File: config.mk
export PLATFORM = sky130hd
export DESIGN_NAME = linear_read_command_sequencer
export DESIGN_NICKNAME = d
export VERILOG_FILES = /design/src/design/lrcs_pkg.sv /design/src/design/linear_read_command_sequencer.sv /design/src/design/lrcs_step_unit.sv
export VERILOG_INCLUDE_DIRS = /design/src /design/src/design
export SDC_FILE = /design/constraint.sdc
export NUM_CORES = 1
export LEC_CHECK = 0
export ABC_CLOCK_PERIOD_IN_PS = 8800
export BUFFER_PORTS_ARGS = -buffer_cell sky130_fd_sc_hd__buf_2
export CAP_MARGIN = 20
export CELL_PAD_IN_SITES_DETAIL_PLACEMENT = 1
export CELL_PAD_IN_SITES_GLOBAL_PLACEMENT = 1
export CORE_MARGIN = 8
export CORE_UTILIZATION = 48
export CTS_BUF_LIST = sky130_fd_sc_hd__clkbuf_16
export DETAILED_ROUTE_END_ITERATION = 7
export GPL_TIMING_DRIVEN = 0
export PLACE_DENSITY = 0.94
export SLEW_MARGIN = 30
export SYNTH_ARGS = -nofsm -noshare
export SYNTH_HDL_FRONTEND = slang
export SYNTH_SLANG_ARGS = --single-unit
File: constraint.sdc
create_clock -name clock -period 8.8 [get_ports clock]
set_input_delay 1.76 -clock clock [delete_from_list [all_inputs] [get_ports clock]]
set_output_delay 1.76 -clock clock [all_outputs]
set_load 0.005 [all_outputs]
File: src/design/assert_macros.svh
// Assertion helpers included by the read command sequencer.
`ifndef ASSERT_MACROS_SVH
`define ASSERT_MACROS_SVH

`define ASSERT_ALWAYS(label, clk, rst, cond) \
   label: assert property (@(posedge clk) disable iff (rst) (cond)) \
      else $error("assertion failed");

`define ASSERT_IMPLY(label, clk, rst, ante, cons) \
   label: assert property (@(posedge clk) disable iff (rst) (ante) |-> (cons)) \
      else $error("implication failed");

`endif

File: src/design/lrcs_pkg.sv
package lrcs_pkg;

   localparam int DISK_COUNT      = 16;
   localparam int BLOCKS_PER_DISK = 256;
   localparam int BLOCK_BYTES     = 256;
   localparam int MAX_READ_BYTES  = 1024;
   localparam int MAX_RESULTS     = 8;

   localparam int DISK_BYTES   = BLOCKS_PER_DISK * BLOCK_BYTES;
   localparam int ARRAY_BYTES  = DISK_BYTES * DISK_COUNT;
   localparam int DISK_SHIFT   = $clog2(DISK_BYTES);
   localparam int BLOCK_SHIFT  = $clog2(BLOCK_BYTES);

   localparam int START_W  = 20;
   localparam int LEN_W    = 11;
   localparam int ADDR_W   = START_W + 1;
   localparam int CHUNK_W  = $clog2(BLOCK_BYTES) + 1;
   localparam int TOTAL_W  = 10;
   localparam int DISK_W   = 4;
   localparam int BLOCK_W  = 8;
   localparam int OFS_W    = 8;
   localparam int LENO_W   = 9;
   localparam int CODE_W   = 6;
   localparam int COUNT_W  = $clog2(MAX_RESULTS + 1);
   localparam int CSR_IDX_W = 2;

   localparam logic [1:0] KIND_SEEK_DISK  = 2'd0;
   localparam logic [1:0] KIND_SEEK_BLOCK = 2'd1;
   localparam logic [1:0] KIND_READ_BLOCK = 2'd2;
   localparam logic [1:0] KIND_ERROR      = 2'd3;

   localparam logic [1:0] STATUS_OK          = 2'd0;
   localparam logic [1:0] STATUS_NOT_MOUNTED = 2'd1;
   localparam logic [1:0] STATUS_TOO_LONG    = 2'd2;
   localparam logic [1:0] STATUS_PAST_END    = 2'd3;

   localparam logic [CSR_IDX_W-1:0] CSR_MOUNTED    = 2'd0;
   localparam logic [CSR_IDX_W-1:0] CSR_SEEK_DISK  = 2'd1;
   localparam logic [CSR_IDX_W-1:0] CSR_SEEK_BLOCK = 2'd2;
   localparam logic [CSR_IDX_W-1:0] CSR_READ_BLOCK = 2'd3;

   typedef struct packed {
      logic [DISK_W-1:0]  disk;
      logic [BLOCK_W-1:0] block;
      logic [OFS_W-1:0]   ofs;
      logic [CHUNK_W-1:0] chunk;
      logic [ADDR_W-1:0]  sum;
      logic [LEN_W-1:0]   next_left;
      logic               next_block_zero;
   } step_type;

endpackage

File: src/design/linear_read_command_sequencer.sv
// Read request splitter for a linear array of disks laid end to end.
// A request (start address, length) enters on the req_ channel; the block is
// ready only while idle. Each request is checked against the mount bit, the
// maximum length and the array end. A failed check gives one error item.
// Otherwise the block sends a seek-to-disk, a seek-to-block and one read
// command per block touched, with a seek-to-disk wherever the read runs into
// the next disk. The final item of a request carries last and the byte total.
// An accepted request enters the check state, which registers its first item
// into the output register for rsp_. While the receiver keeps rsp_ready high,
// the sequencer produces one item per cycle through the shared address adder,
// up to eight items per request, and takes no new request until the last.
// When rsp_ready is low the output register holds its item and the sequencer
// waits; nothing is dropped. Control registers are written on the csr_ port,
// which is always ready. Reset clears the sequencer and the output valid flag and
// restores the command codes to their defaults with the array unmounted.
module linear_read_command_sequencer
   import lrcs_pkg::*;
(
   input  logic                 clock,
   input  logic                 reset,
   input  logic                 req_valid,
   output logic                 req_ready,
   input  logic [START_W-1:0]   req_start_address,
   input  logic [LEN_W-1:0]     req_length,
   input  logic                 req_end_check_high,
   output logic                 rsp_valid,
   input  logic                 rsp_ready,
   output logic [31:0]          rsp_command_word,
   output logic [1:0]           rsp_kind,
   output logic [DISK_W-1:0]    rsp_disk_number,
   output logic [BLOCK_W-1:0]   rsp_block_number,
   output logic [OFS_W-1:0]     rsp_byte_offset,
   output logic [LENO_W-1:0]    rsp_chunk_length,
   output logic [1:0]           rsp_status,
   output logic [TOTAL_W-1:0]   rsp_total_bytes,
   output logic                 rsp_last,
   input  logic                 csr_valid,
   output logic                 csr_ready,
   input  logic [CSR_IDX_W-1:0] csr_index,
   input  logic [CODE_W-1:0]    csr_data
);

`include "assert_macros.svh"

   localparam logic [2:0] S_IDLE       = 3'd0;
   localparam logic [2:0] S_CHECK      = 3'd1;
   localparam logic [2:0] S_SEEK_BLOCK = 3'd2;
   localparam logic [2:0] S_READ       = 3'd3;
   localparam logic [2:0] S_SEEK_DISK  = 3'd4;

   localparam logic [COUNT_W-1:0] COUNT_MAX = COUNT_W'(MAX_RESULTS);

   logic [2:0]          state_ff, state_in;
   logic [ADDR_W-1:0]   addr_ff, addr_in;
   logic [LEN_W-1:0]    left_ff, left_in;
   logic [TOTAL_W-1:0]  total_ff, total_in;
   logic [COUNT_W-1:0]  count_ff, count_in;

   logic                mounted_ff;
   logic [CODE_W-1:0]   code_sd_ff, code_sb_ff, code_rb_ff;

   logic                rsp_valid_ff, rsp_valid_in;
   logic [31:0]         word_ff, word_in;
   logic [1:0]          kind_ff, kind_in;
   logic [DISK_W-1:0]   disk_ff, disk_in;
   logic [BLOCK_W-1:0]  block_ff, block_in;
   logic [OFS_W-1:0]    ofs_ff, ofs_in;
   logic [LENO_W-1:0]   chunk_ff, chunk_in;
   logic [1:0]          status_ff, status_in;
   logic [TOTAL_W-1:0]  rtotal_ff, rtotal_in;
   logic                last_ff, last_in;

   step_type            step;
   logic                slot;
   logic                emit;
   logic                count_full;
   logic [TOTAL_W-1:0]  total_after;
   logic                more;

   lrcs_step_unit u_step (
      .addr       (addr_ff),
      .left       (left_ff),
      .check_mode (state_ff == S_CHECK),
      .step       (step)
   );

   assign req_ready = (state_ff == S_IDLE);
   assign csr_ready = 1'b1;
   assign slot      = !rsp_valid_ff || rsp_ready;
   assign count_full  = (count_ff + COUNT_W'(1)) >= COUNT_MAX;
   assign total_after = total_ff + TOTAL_W'(step.chunk);
   assign more        = (step.next_left != '0) && !count_full;

   always_comb begin
      state_in     = state_ff;
      addr_in      = addr_ff;
      left_in      = left_ff;
      total_in     = total_ff;
      count_in     = count_ff;
      emit         = 1'b0;
      word_in      = word_ff;
      kind_in      = kind_ff;
      disk_in      = disk_ff;
      block_in     = block_ff;
      ofs_in       = '0;
      chunk_in     = '0;
      status_in    = STATUS_OK;
      rtotal_in    = '0;
      last_in      = 1'b0;
      case (state_ff)
         S_IDLE: begin
            if (req_valid) begin
               addr_in  = ADDR_W'(req_start_address);
               left_in  = req_length;
               total_in = '0;
               count_in = '0;
               state_in = S_CHECK;
            end
         end
         S_CHECK: begin
            if (slot) begin
               emit = 1'b1;
               if (!mounted_ff || (32'(left_ff) >= 32'(MAX_READ_BYTES)) ||
                   (32'(addr_ff) >= 32'(ARRAY_BYTES)) ||
                   (32'(step.sum) > 32'(ARRAY_BYTES))) begin
                  word_in  = '0;
                  kind_in  = KIND_ERROR;
                  disk_in  = '0;
                  block_in = '0;
                  last_in  = 1'b1;
                  if (!mounted_ff) begin
                     status_in = STATUS_NOT_MOUNTED;
                  end else if (32'(left_ff) >= 32'(MAX_READ_BYTES)) begin
                     status_in = STATUS_TOO_LONG;
                  end else begin
                     status_in = STATUS_PAST_END;
                  end
                  state_in = S_IDLE;
               end else begin
                  word_in  = {14'b0, {BLOCK_W{1'b0}}, step.disk, code_sd_ff};
                  kind_in  = KIND_SEEK_DISK;
                  disk_in  = step.disk;
                  block_in = step.block;
                  count_in = count_ff + COUNT_W'(1);
                  state_in = S_SEEK_BLOCK;
               end
            end
         end
         S_SEEK_BLOCK: begin
            if (slot) begin
               emit     = 1'b1;
               word_in  = {14'b0, step.block, {DISK_W{1'b0}}, code_sb_ff};
               kind_in  = KIND_SEEK_BLOCK;
               disk_in  = step.disk;
               block_in = step.block;
               count_in = count_ff + COUNT_W'(1);
               last_in  = (left_ff == '0) || count_full;
               rtotal_in = last_in ? total_ff : '0;
               state_in = last_in ? S_IDLE : S_READ;
            end
         end
         S_READ: begin
            if (slot) begin
               emit     = 1'b1;
               word_in  = {14'b0, {BLOCK_W{1'b0}}, {DISK_W{1'b0}}, code_rb_ff};
               kind_in  = KIND_READ_BLOCK;
               disk_in  = step.disk;
               block_in = step.block;
               ofs_in   = step.ofs;
               chunk_in = LENO_W'(step.chunk);
               addr_in  = step.sum;
               left_in  = step.next_left;
               total_in = total_after;
               count_in = count_ff + COUNT_W'(1);
               last_in  = !more;
               rtotal_in = more ? '0 : total_after;
               if (!more) begin
                  state_in = S_IDLE;
               end else if (step.next_block_zero) begin
                  state_in = S_SEEK_DISK;
               end else begin
                  state_in = S_READ;
               end
            end
         end
         S_SEEK_DISK: begin
            if (slot) begin
               emit     = 1'b1;
               word_in  = {14'b0, {BLOCK_W{1'b0}}, step.disk, code_sd_ff};
               kind_in  = KIND_SEEK_DISK;
               disk_in  = step.disk;
               block_in = step.block;
               count_in = count_ff + COUNT_W'(1);
               last_in  = count_full;
               rtotal_in = count_full ? total_ff : '0;
               state_in = count_full ? S_IDLE : S_READ;
            end
         end
         default: begin
            state_in = S_IDLE;
         end
      endcase
      rsp_valid_in = emit || (rsp_valid_ff && !rsp_ready);
   end

   always_ff @(posedge clock) begin
      if (reset) begin
         state_ff     <= S_IDLE;
         addr_ff      <= '0;
         left_ff      <= '0;
         total_ff     <= '0;
         count_ff     <= '0;
         rsp_valid_ff <= 1'b0;
      end else begin
         state_ff     <= state_in;
         addr_ff      <= addr_in;
         left_ff      <= left_in;
         total_ff     <= total_in;
         count_ff     <= count_in;
         rsp_valid_ff <= rsp_valid_in;
      end
   end

   always_ff @(posedge clock) begin
      if (emit) begin
         word_ff   <= word_in;
         kind_ff   <= kind_in;
         disk_ff   <= disk_in;
         block_ff  <= block_in;
         ofs_ff    <= ofs_in;
         chunk_ff  <= chunk_in;
         status_ff <= status_in;
         rtotal_ff <= rtotal_in;
         last_ff   <= last_in;
      end
   end

   always_ff @(posedge clock) begin
      if (reset) begin
         mounted_ff <= 1'b0;
         code_sd_ff <= CODE_W'(2);
         code_sb_ff <= CODE_W'(3);
         code_rb_ff <= CODE_W'(4);
      end else if (csr_valid && csr_ready) begin
         case (csr_index)
            CSR_MOUNTED:    mounted_ff <= csr_data[0];
            CSR_SEEK_DISK:  code_sd_ff <= csr_data;
            CSR_SEEK_BLOCK: code_sb_ff <= csr_data;
            CSR_READ_BLOCK: code_rb_ff <= csr_data;
            default: begin
            end
         endcase
      end
   end

   assign rsp_valid        = rsp_valid_ff;
   assign rsp_command_word = word_ff;
   assign rsp_kind         = kind_ff;
   assign rsp_disk_number  = disk_ff;
   assign rsp_block_number = block_ff;
   assign rsp_byte_offset  = ofs_ff;
   assign rsp_chunk_length = chunk_ff;
   assign rsp_status       = status_ff;
   assign rsp_total_bytes  = rtotal_ff;
   assign rsp_last         = last_ff;

   `ASSERT_ALWAYS(a_count_bound, clock, reset, count_ff <= COUNT_MAX)
   `ASSERT_IMPLY(a_error_last, clock, reset, rsp_valid_ff && (kind_ff == KIND_ERROR),
                 last_ff && (status_ff != STATUS_OK))
   `ASSERT_IMPLY(a_disk_seek_left, clock, reset, state_ff == S_SEEK_DISK,
                 (left_ff != '0) && (count_ff < COUNT_MAX))

endmodule

File: src/design/lrcs_step_unit.sv
module lrcs_step_unit
   import lrcs_pkg::*;
(
   input  logic [ADDR_W-1:0] addr,
   input  logic [LEN_W-1:0]  left,
   input  logic              check_mode,
   output step_type          step
);

   localparam int CMP_W = LEN_W + CHUNK_W;

   logic [ADDR_W-1:0]  ofs_full;
   logic [CHUNK_W-1:0] room;
   logic [CHUNK_W-1:0] chunk;
   logic [ADDR_W-1:0]  operand;
   logic [ADDR_W-1:0]  sum;

   always_comb begin
      ofs_full = addr & ADDR_W'(BLOCK_BYTES - 1);
      room     = CHUNK_W'(BLOCK_BYTES) - CHUNK_W'(ofs_full);
      if (CMP_W'(left) < CMP_W'(room)) begin
         chunk = CHUNK_W'(left);
      end else begin
         chunk = room;
      end
      // The one adder serves the end-of-array check and every address advance.
      operand = check_mode ? ADDR_W'(left) : ADDR_W'(chunk);
      sum     = addr + operand;

      step.disk      = DISK_W'(addr >> DISK_SHIFT);
      step.block     = BLOCK_W'((addr >> BLOCK_SHIFT) & ADDR_W'(BLOCKS_PER_DISK - 1));
      step.ofs       = OFS_W'(ofs_full);
      step.chunk     = chunk;
      step.sum       = sum;
      step.next_left = left - LEN_W'(chunk);
      step.next_block_zero =
         ((sum >> BLOCK_SHIFT) & ADDR_W'(BLOCKS_PER_DISK - 1)) == '0;
   end

endmodule
* Word-level counts from Yosys, hierarchy flattened
Index checks and enable logic that the tools add are counted.
** Storage, ports and cells
- Register bits after elaboration :: 145
- Input bits :: 45
** Cells by class
- Add/sub/neg operators :: 5
- $lt $le $gt $ge :: 5
- Equal/unequal tests :: 14
- Mux-type cells :: 64
- Reduce and logical (&&, ||, !) cells :: 36
** Operators by type and width (count)
- 32-bit 2-to-1 mux :: 4
- 32-bit one-hot mux with 4 select lines :: 1
- 10-bit 2-to-1 mux :: 9
- 21-bit 2-to-1 mux :: 2
- 21-bit one-hot mux with 2 select lines :: 1
- 11-bit 2-to-1 mux :: 3
- 10-bit one-hot mux with 3 select lines :: 1
- 4-bit 2-to-1 mux :: 7
- 8-bit 2-to-1 mux :: 3
- 11-bit one-hot mux with 2 select lines :: 1
- 21-bit adder :: 1
- 21-bit >= comparator (second input constant) :: 1
- 21-bit > comparator (second input constant) :: 1
- 21-bit logical NOT :: 1
- 3-bit 2-to-1 mux :: 7
- 10-bit one-hot mux with 2 select lines :: 1
- 2-bit 2-to-1 mux :: 8
- 8-bit one-hot mux with 2 select lines :: 1
- 3-bit one-hot mux with 5 select lines :: 1
- 2-bit inequality test (second input constant) :: 6
- 4-bit one-hot mux with 3 select lines :: 1
- 11-bit >= comparator (second input constant) :: 1
- 11-bit logical NOT :: 1
- 11-bit by 9-bit < comparator with 1-bit output :: 1
- other kinds (32) :: 60

* Logic depth before layout (Yosys ltp)
- Depth after elaboration :: 10
- Gate-level depth with buffers :: 27
- Mapped depth without buffers :: 24

* By module
Synthesis repeated with hierarchy kept, for this count alone.
** Unflattened totals
- Cells, all modules :: 825
- Area total of the unflattened synthesis :: 7758.7 µm²
** Modules (own cells, without submodules)
- linear_read_command_sequencer :: instances 1, cells an instance 573, area each 5891.9 µm², sequential area each 3243.1 µm²
- lrcs_step_unit :: instances 1, cells an instance 252, area each 1866.8 µm², sequential area each 0.0 µm²

* Least setup slack after synthesis
Ideal clock, no wire load.
- Kind :: flip-flop to flip-flop
- Start point :: reg addr_ff[0]
- End point :: reg kind_ff[0] (netlist: rsp_kind[0]) (data pin)
- Setup time :: 0.268 ns
- Data arrival time :: 5.509 ns
- Data required time :: 8.532 ns
- Slack :: 3.023 ns
- Cell stages (with the launch flop) :: 28
- Path buffers :: 3
- Clock period less this slack :: 5.777 ns
- Cells stage by stage :: dfxtp_1 -> inv_1 -> ha_1 -> xnor2_1 -> inv_1 -> ha_1 -> a21o_1 -> a21o_1 -> a21oi_1 -> a211oi_1 -> o311a_1 -> o21ai_2 -> mux2i_1 -> ha_1 -> inv_1 -> fa_1 -> nand3b_1 -> a21oi_1 -> o21ai_1 -> and2_1 -> clkbuf_1 -> a21o_1 -> or4_4 -> or2_1 -> clkbuf_1 -> nand3_1 -> buf_2 -> o21ai_0
** Between the ends
- Word-level cells in the longest chain between the ends :: 10
- Elaborated cells on any way between the ends :: 12
- Those cells by class :: add/sub: 2; order compare: 3; mux: 5; reduce/logical: 2
** RTL lines
- from (decl) :: RTL line linear_read_command_sequencer.sv:54 : logic [ADDR_W-1:0] addr_ff, addr_in;
- from (signal assigned) :: RTL line linear_read_command_sequencer.sv:216 : addr_ff <= addr_in;
- 9-bit by 8-bit subtractor with 9-bit output :: RTL line lrcs_step_unit.sv:20 : room = CHUNK_W'(BLOCK_BYTES) - CHUNK_W'(ofs_full);
- 11-bit by 9-bit < comparator with 1-bit output :: RTL line lrcs_step_unit.sv:21 : if (CMP_W'(left) < CMP_W'(room)) begin
- 9-bit 2-to-1 mux :: RTL line lrcs_step_unit.sv:21
- 11-bit 2-to-1 mux :: RTL line lrcs_step_unit.sv:27 : operand = check_mode ? ADDR_W'(left) : ADDR_W'(chunk);
- 21-bit adder :: RTL line lrcs_step_unit.sv:28 : sum = addr + operand;
- 21-bit > comparator :: RTL line linear_read_command_sequencer.sv:125 : (32'(step.sum) > 32'(ARRAY_BYTES))) begin
- 1-bit logical OR * :: RTL line linear_read_command_sequencer.sv:124 : (32'(addr_ff) >= 32'(ARRAY_BYTES)) ||
- 2-bit 2-to-1 mux * :: RTL line linear_read_command_sequencer.sv:123 : if (!mounted_ff || (32'(left_ff) >= 32'(MAX_READ_BYTES)) ||
- 2-bit 2-to-1 mux * :: RTL line linear_read_command_sequencer.sv:121 : if (slot) begin
- 2-bit one-hot mux with 4 select lines * :: RTL line linear_read_command_sequencer.sv:110 : case (state_ff)
- named net kind_in[0] :: RTL line linear_read_command_sequencer.sv:64 : logic [1:0] kind_ff, kind_in;
- to (signal assigned) :: RTL line linear_read_command_sequencer.sv:227 : kind_ff <= kind_in;
- to (decl) :: RTL line linear_read_command_sequencer.sv:64
The timed path passes the listed nets; every way through them passes the cells marked *. The select of a mux whose other input is x is not followed.
A chain may end at the register's enable or synchronous reset.

==> key figures <==
Clock network
  – Hold buffers post-CTS: 0
  – Maximum clock path buffer count: 2
  – Clock sink count: 131
  – CTS HTree Levels: 4
  – Post-CTS setup buffers: 0
  – Clock latency on the worst-skew pair: 0.45 ns
  – CTS resizes: 0
  – CTS tree: yes
  – CTS buffer count: 17
  – Root Buffer Master: clkbuf_16
  – Clock Pin Slew Worst Setup and Hold Paths: 0.07 ns

Pwr
  – Max rail drop VDD: 0.000164 V
  – Pleak: 4.17 nW
  – Clock Power Share: 0.362
  – Sequential share of power: 0.347
  – Switching pwr: 0.000742 W
  – Switching share of power: 0.361
  – Comb pwr share: 0.291
  – Power density over cell area: 209 nW/µm²
  – Internal Power: 0.00132 W

Setup path
  – CP bufs+invs: 5
  – Critical path type: register to register
  – Reg2Reg Capture Point: rsp_total_bytes[3]
  – CP required: 9.04 ns
  – CP startpoint: addr_ff[0]
  – R2r setup slk: 0.71 ns
  – Worst R2R Start: addr_ff[0]
  – Family with the most delay on the worst path: compound AO/OA/AOI/OAI gates
  – Setup crit end kind: register
  – Crit. path cell count: 25
  – Slowest-stage cell, CP: o41ai_1
  – Reg2Reg Depth: 25
  – Critical path peak fanout: 10
  – Slowest stage delay, CP: 0.71 ns
  – Worst setup path end: rsp_total_bytes[3]
  – Crit path DAT: 8.33 ns
  – Worst setup SP type: register

Route
  – Per-cell routed wire length: 26.9 µm
  – Post-route DRC: 0
  – Vias: 8683
  – Number of routed nets with antenna violations: 0
  – Post-Route WL: 35.0 mm
  – 1st-iter DRT viols: 1044
  – Pre-antenna DRT Iters: 6
  – Drt via density: 6.68

Final layout
  – Nets: 1150
  – Antenna diodes: 0
  – Share of layout cells above drive strength 1: 0.205
  – Sequential cell area: 3240 µm²
  – Finished Core Util: 0.575
  – Layout Area Growth over Synthesis: 18.4%
  – Multi-input gate area: 4670 µm²
  – # fillers: 2033

Yosys
  – Avg Inst Size Synth: 9.02 µm²
  – Synthesized flop and latch total: 131
  – Asr flop ratio synth: 0
  – Netlist cell types: 75
  – Synth cell count leaders: 97 x nor2_1, 87 x nand2_1, 69 x dfxtp_1
  – Sequential-to-total area share from yosys stat: 0.390
  – Number of synthesized flops with an enable pin: 62
  – Largest area contributor in the netlist: edfxtp_1
  – Largest cells by area after synthesis: edfxtp_1 22%, dfxtp_1 17%, ha_1 6.0%
  – Synth top area share: 0.224
  – Cell area after synthesis: 8310 µm²
  – Most common cell in the netlist: nor2_1
  – Syn. warnings: 0
  – Cells after Synth: 921
  – Predominant post-synthesis flop cell: dfxtp_1

Floorplanning
  – Core area: 17100 µm²
  – Io pins: 124
  – Initial Util: 0.486
  – Chip Height: 148 µm
  – Die Span X: 148 µm
  – Rows: 48
  – Die area: 21800 µm²

Global route
  – Total global-route track usage: 0.318
  – Largest net degree at the start of global routing: 27
  – Global-route wire length before repair: 53.2 mm
  – Initial antenna violation count: 0
  – Overflow after GRT: 0
  – Vias in the first global route: 9130

Run status
  – Status: completed

STA
  – Setup TNS: 0 ns
  – Measured slew at the worst slew-check pin: 1.08 ns
  – # setup viols final: 0
  – Slew Viols, Final: 0
  – Final setup margin: 0.708 ns
  – Unrepaired setup endpoints after global routing: no
  – Clock Skews: 0.0141 ns
  – F_max: 124 MHz
  – Min Tclk post-route: 8.09 ns
  – Fin crit share: 0.920
  – Final hold viol count: 0
  – Slew margin rel.: 0.277

Placed design
  – RePlAce Congestion: 0.979
  – DP Wirelength: 23.2 mm
  – Worst slack, placed: 1.44 ns
  – I/O Buffers: 107

Hold path
  – Hold WC Path Type: register to register
  – Hold-critical path depth: 2

Job
  – Max-cap viol count: 0
==> layout make-up <==
type | count | area share
buffer | 72 | 0.0365
clock buffer | 17 | 0.0432
clock inverter | 15 | 0.0173
inverter | 30 | 0.0114
multi-input combinational | 701 | 0.475
sequential | 131 | 0.330
tap | 225 | 0.0286
timing repair buffer | 109 | 0.0584
==> worst min-delay path: cells and delay by family, from the launching register on <==
kind	cells	cell delay (ns)
compound gates	1	0.05
simple gates	1	0.06
flops	1	0.33
==> worst min path at each step <==
stage | slack [ns] | startpoint | endpoint
floorplan | 0.44 | code_rb_ff[2] | code_rb_ff[2]
CTS | 0.49 | total_ff[9] | total_ff[9]
finish | 0.49 | total_ff[7] | total_ff[7]
global placement | 0.46 | code_rb_ff[2] | code_rb_ff[2]
detailed placement | 0.48 | total_ff[9] | total_ff[9]
global route | 0.51 | total_ff[8] | total_ff[8]
==> cell families after synthesis <==
group / Yosys count / synth area share
XOR/XNOR: 30 / 0.0316
flip-flops: 131 / 0.390
buffers and inverters: 102 / 0.0568
AND/OR/NAND/NOR: 325 / 0.190
other: 2 / 0.000904
adder cells (fa/ha/maj): 43 / 0.0674
multiplexers: 57 / 0.0708
AO/OA/AOI/OAI: 231 / 0.192
==> through the flow <==
stage	hold slack, ns	std cells	power [W]	area [µm²]
after floorplan	0.444	934	0.00108	8360
after global placement	0.462	1266	0.00123	9180
after detailed placement	0.478	1268	0.00127	9230
after CTS	0.490	1300	0.00203	9830
after global routing	0.513	1300	0.00211	9840
final	0.491	1300	0.00206	9840
==> registers in the layout, summed over array words and instances (netlist names), 3 cells and up <==
register and count:
addr_ff 21, code_rb_ff 6, code_sb_ff 6, code_sd_ff 6, count_ff 4, left_ff 11
rsp_block_number 8, rsp_byte_offset 8, rsp_chunk_length 9, rsp_command_word 18, rsp_disk_number 4, rsp_total_bytes 10
state_ff 3, total_ff 10
==> power by group through the flow <==
| stage | Combinational [W] | Sequential (W) | Clock, W |
|---|---|---|---|
| global placement | 0.000511 | 0.000719 | 0 |
| CTS | 0.000577 | 0.000710 | 0.000739 |
| detailed placement | 0.000546 | 0.000722 | 0 |
| finish | 0.000598 | 0.000714 | 0.000746 |
| floorplan | 0.000374 | 0.000710 | 0 |
| global route | 0.000631 | 0.000715 | 0.000762 |
==> placed cells by master, fill, tap and decap left out, types with 11 or more instances in the layout <==
cell type | synthesis | layout
clkbuf_16 | 0 | 17
mux2i_1 | 43 | 43
ha_1 | 40 | 40
and3_1 | 11 | 11
nor3_1 | 23 | 23
buf_4 | 18 | 18
buf_2 | 11 | 118
conb_1 | 2 | 15
nand3_1 | 20 | 20
nand2_1 | 87 | 87
a211oi_1 | 26 | 26
a21oi_1 | 50 | 50
clkbuf_1 | 39 | 39
nor2_1 | 97 | 93
xnor2_1 | 15 | 14
inv_1 | 30 | 30
nor2b_1 | 12 | 12
edfxtp_1 | 62 | 62
mux2_2 | 14 | 14
xor2_1 | 15 | 15
a22oi_1 | 12 | 12
a21o_1 | 15 | 15
and2_1 | 19 | 19
dfxtp_1 | 69 | 69
o21ai_0 | 40 | 40
==> per-layer routing <==
metal | routed length, µm | GRT usage | part of all wire
met5 | 0 | 0 | 0
met4 | 1680 | 0.170 | 0.048
met3 | 3740 | 0.0917 | 0.11
met2 | 16300 | 0.512 | 0.47
met1 | 13300 | 0.377 | 0.38
Power figures use the tool's default switching activity.
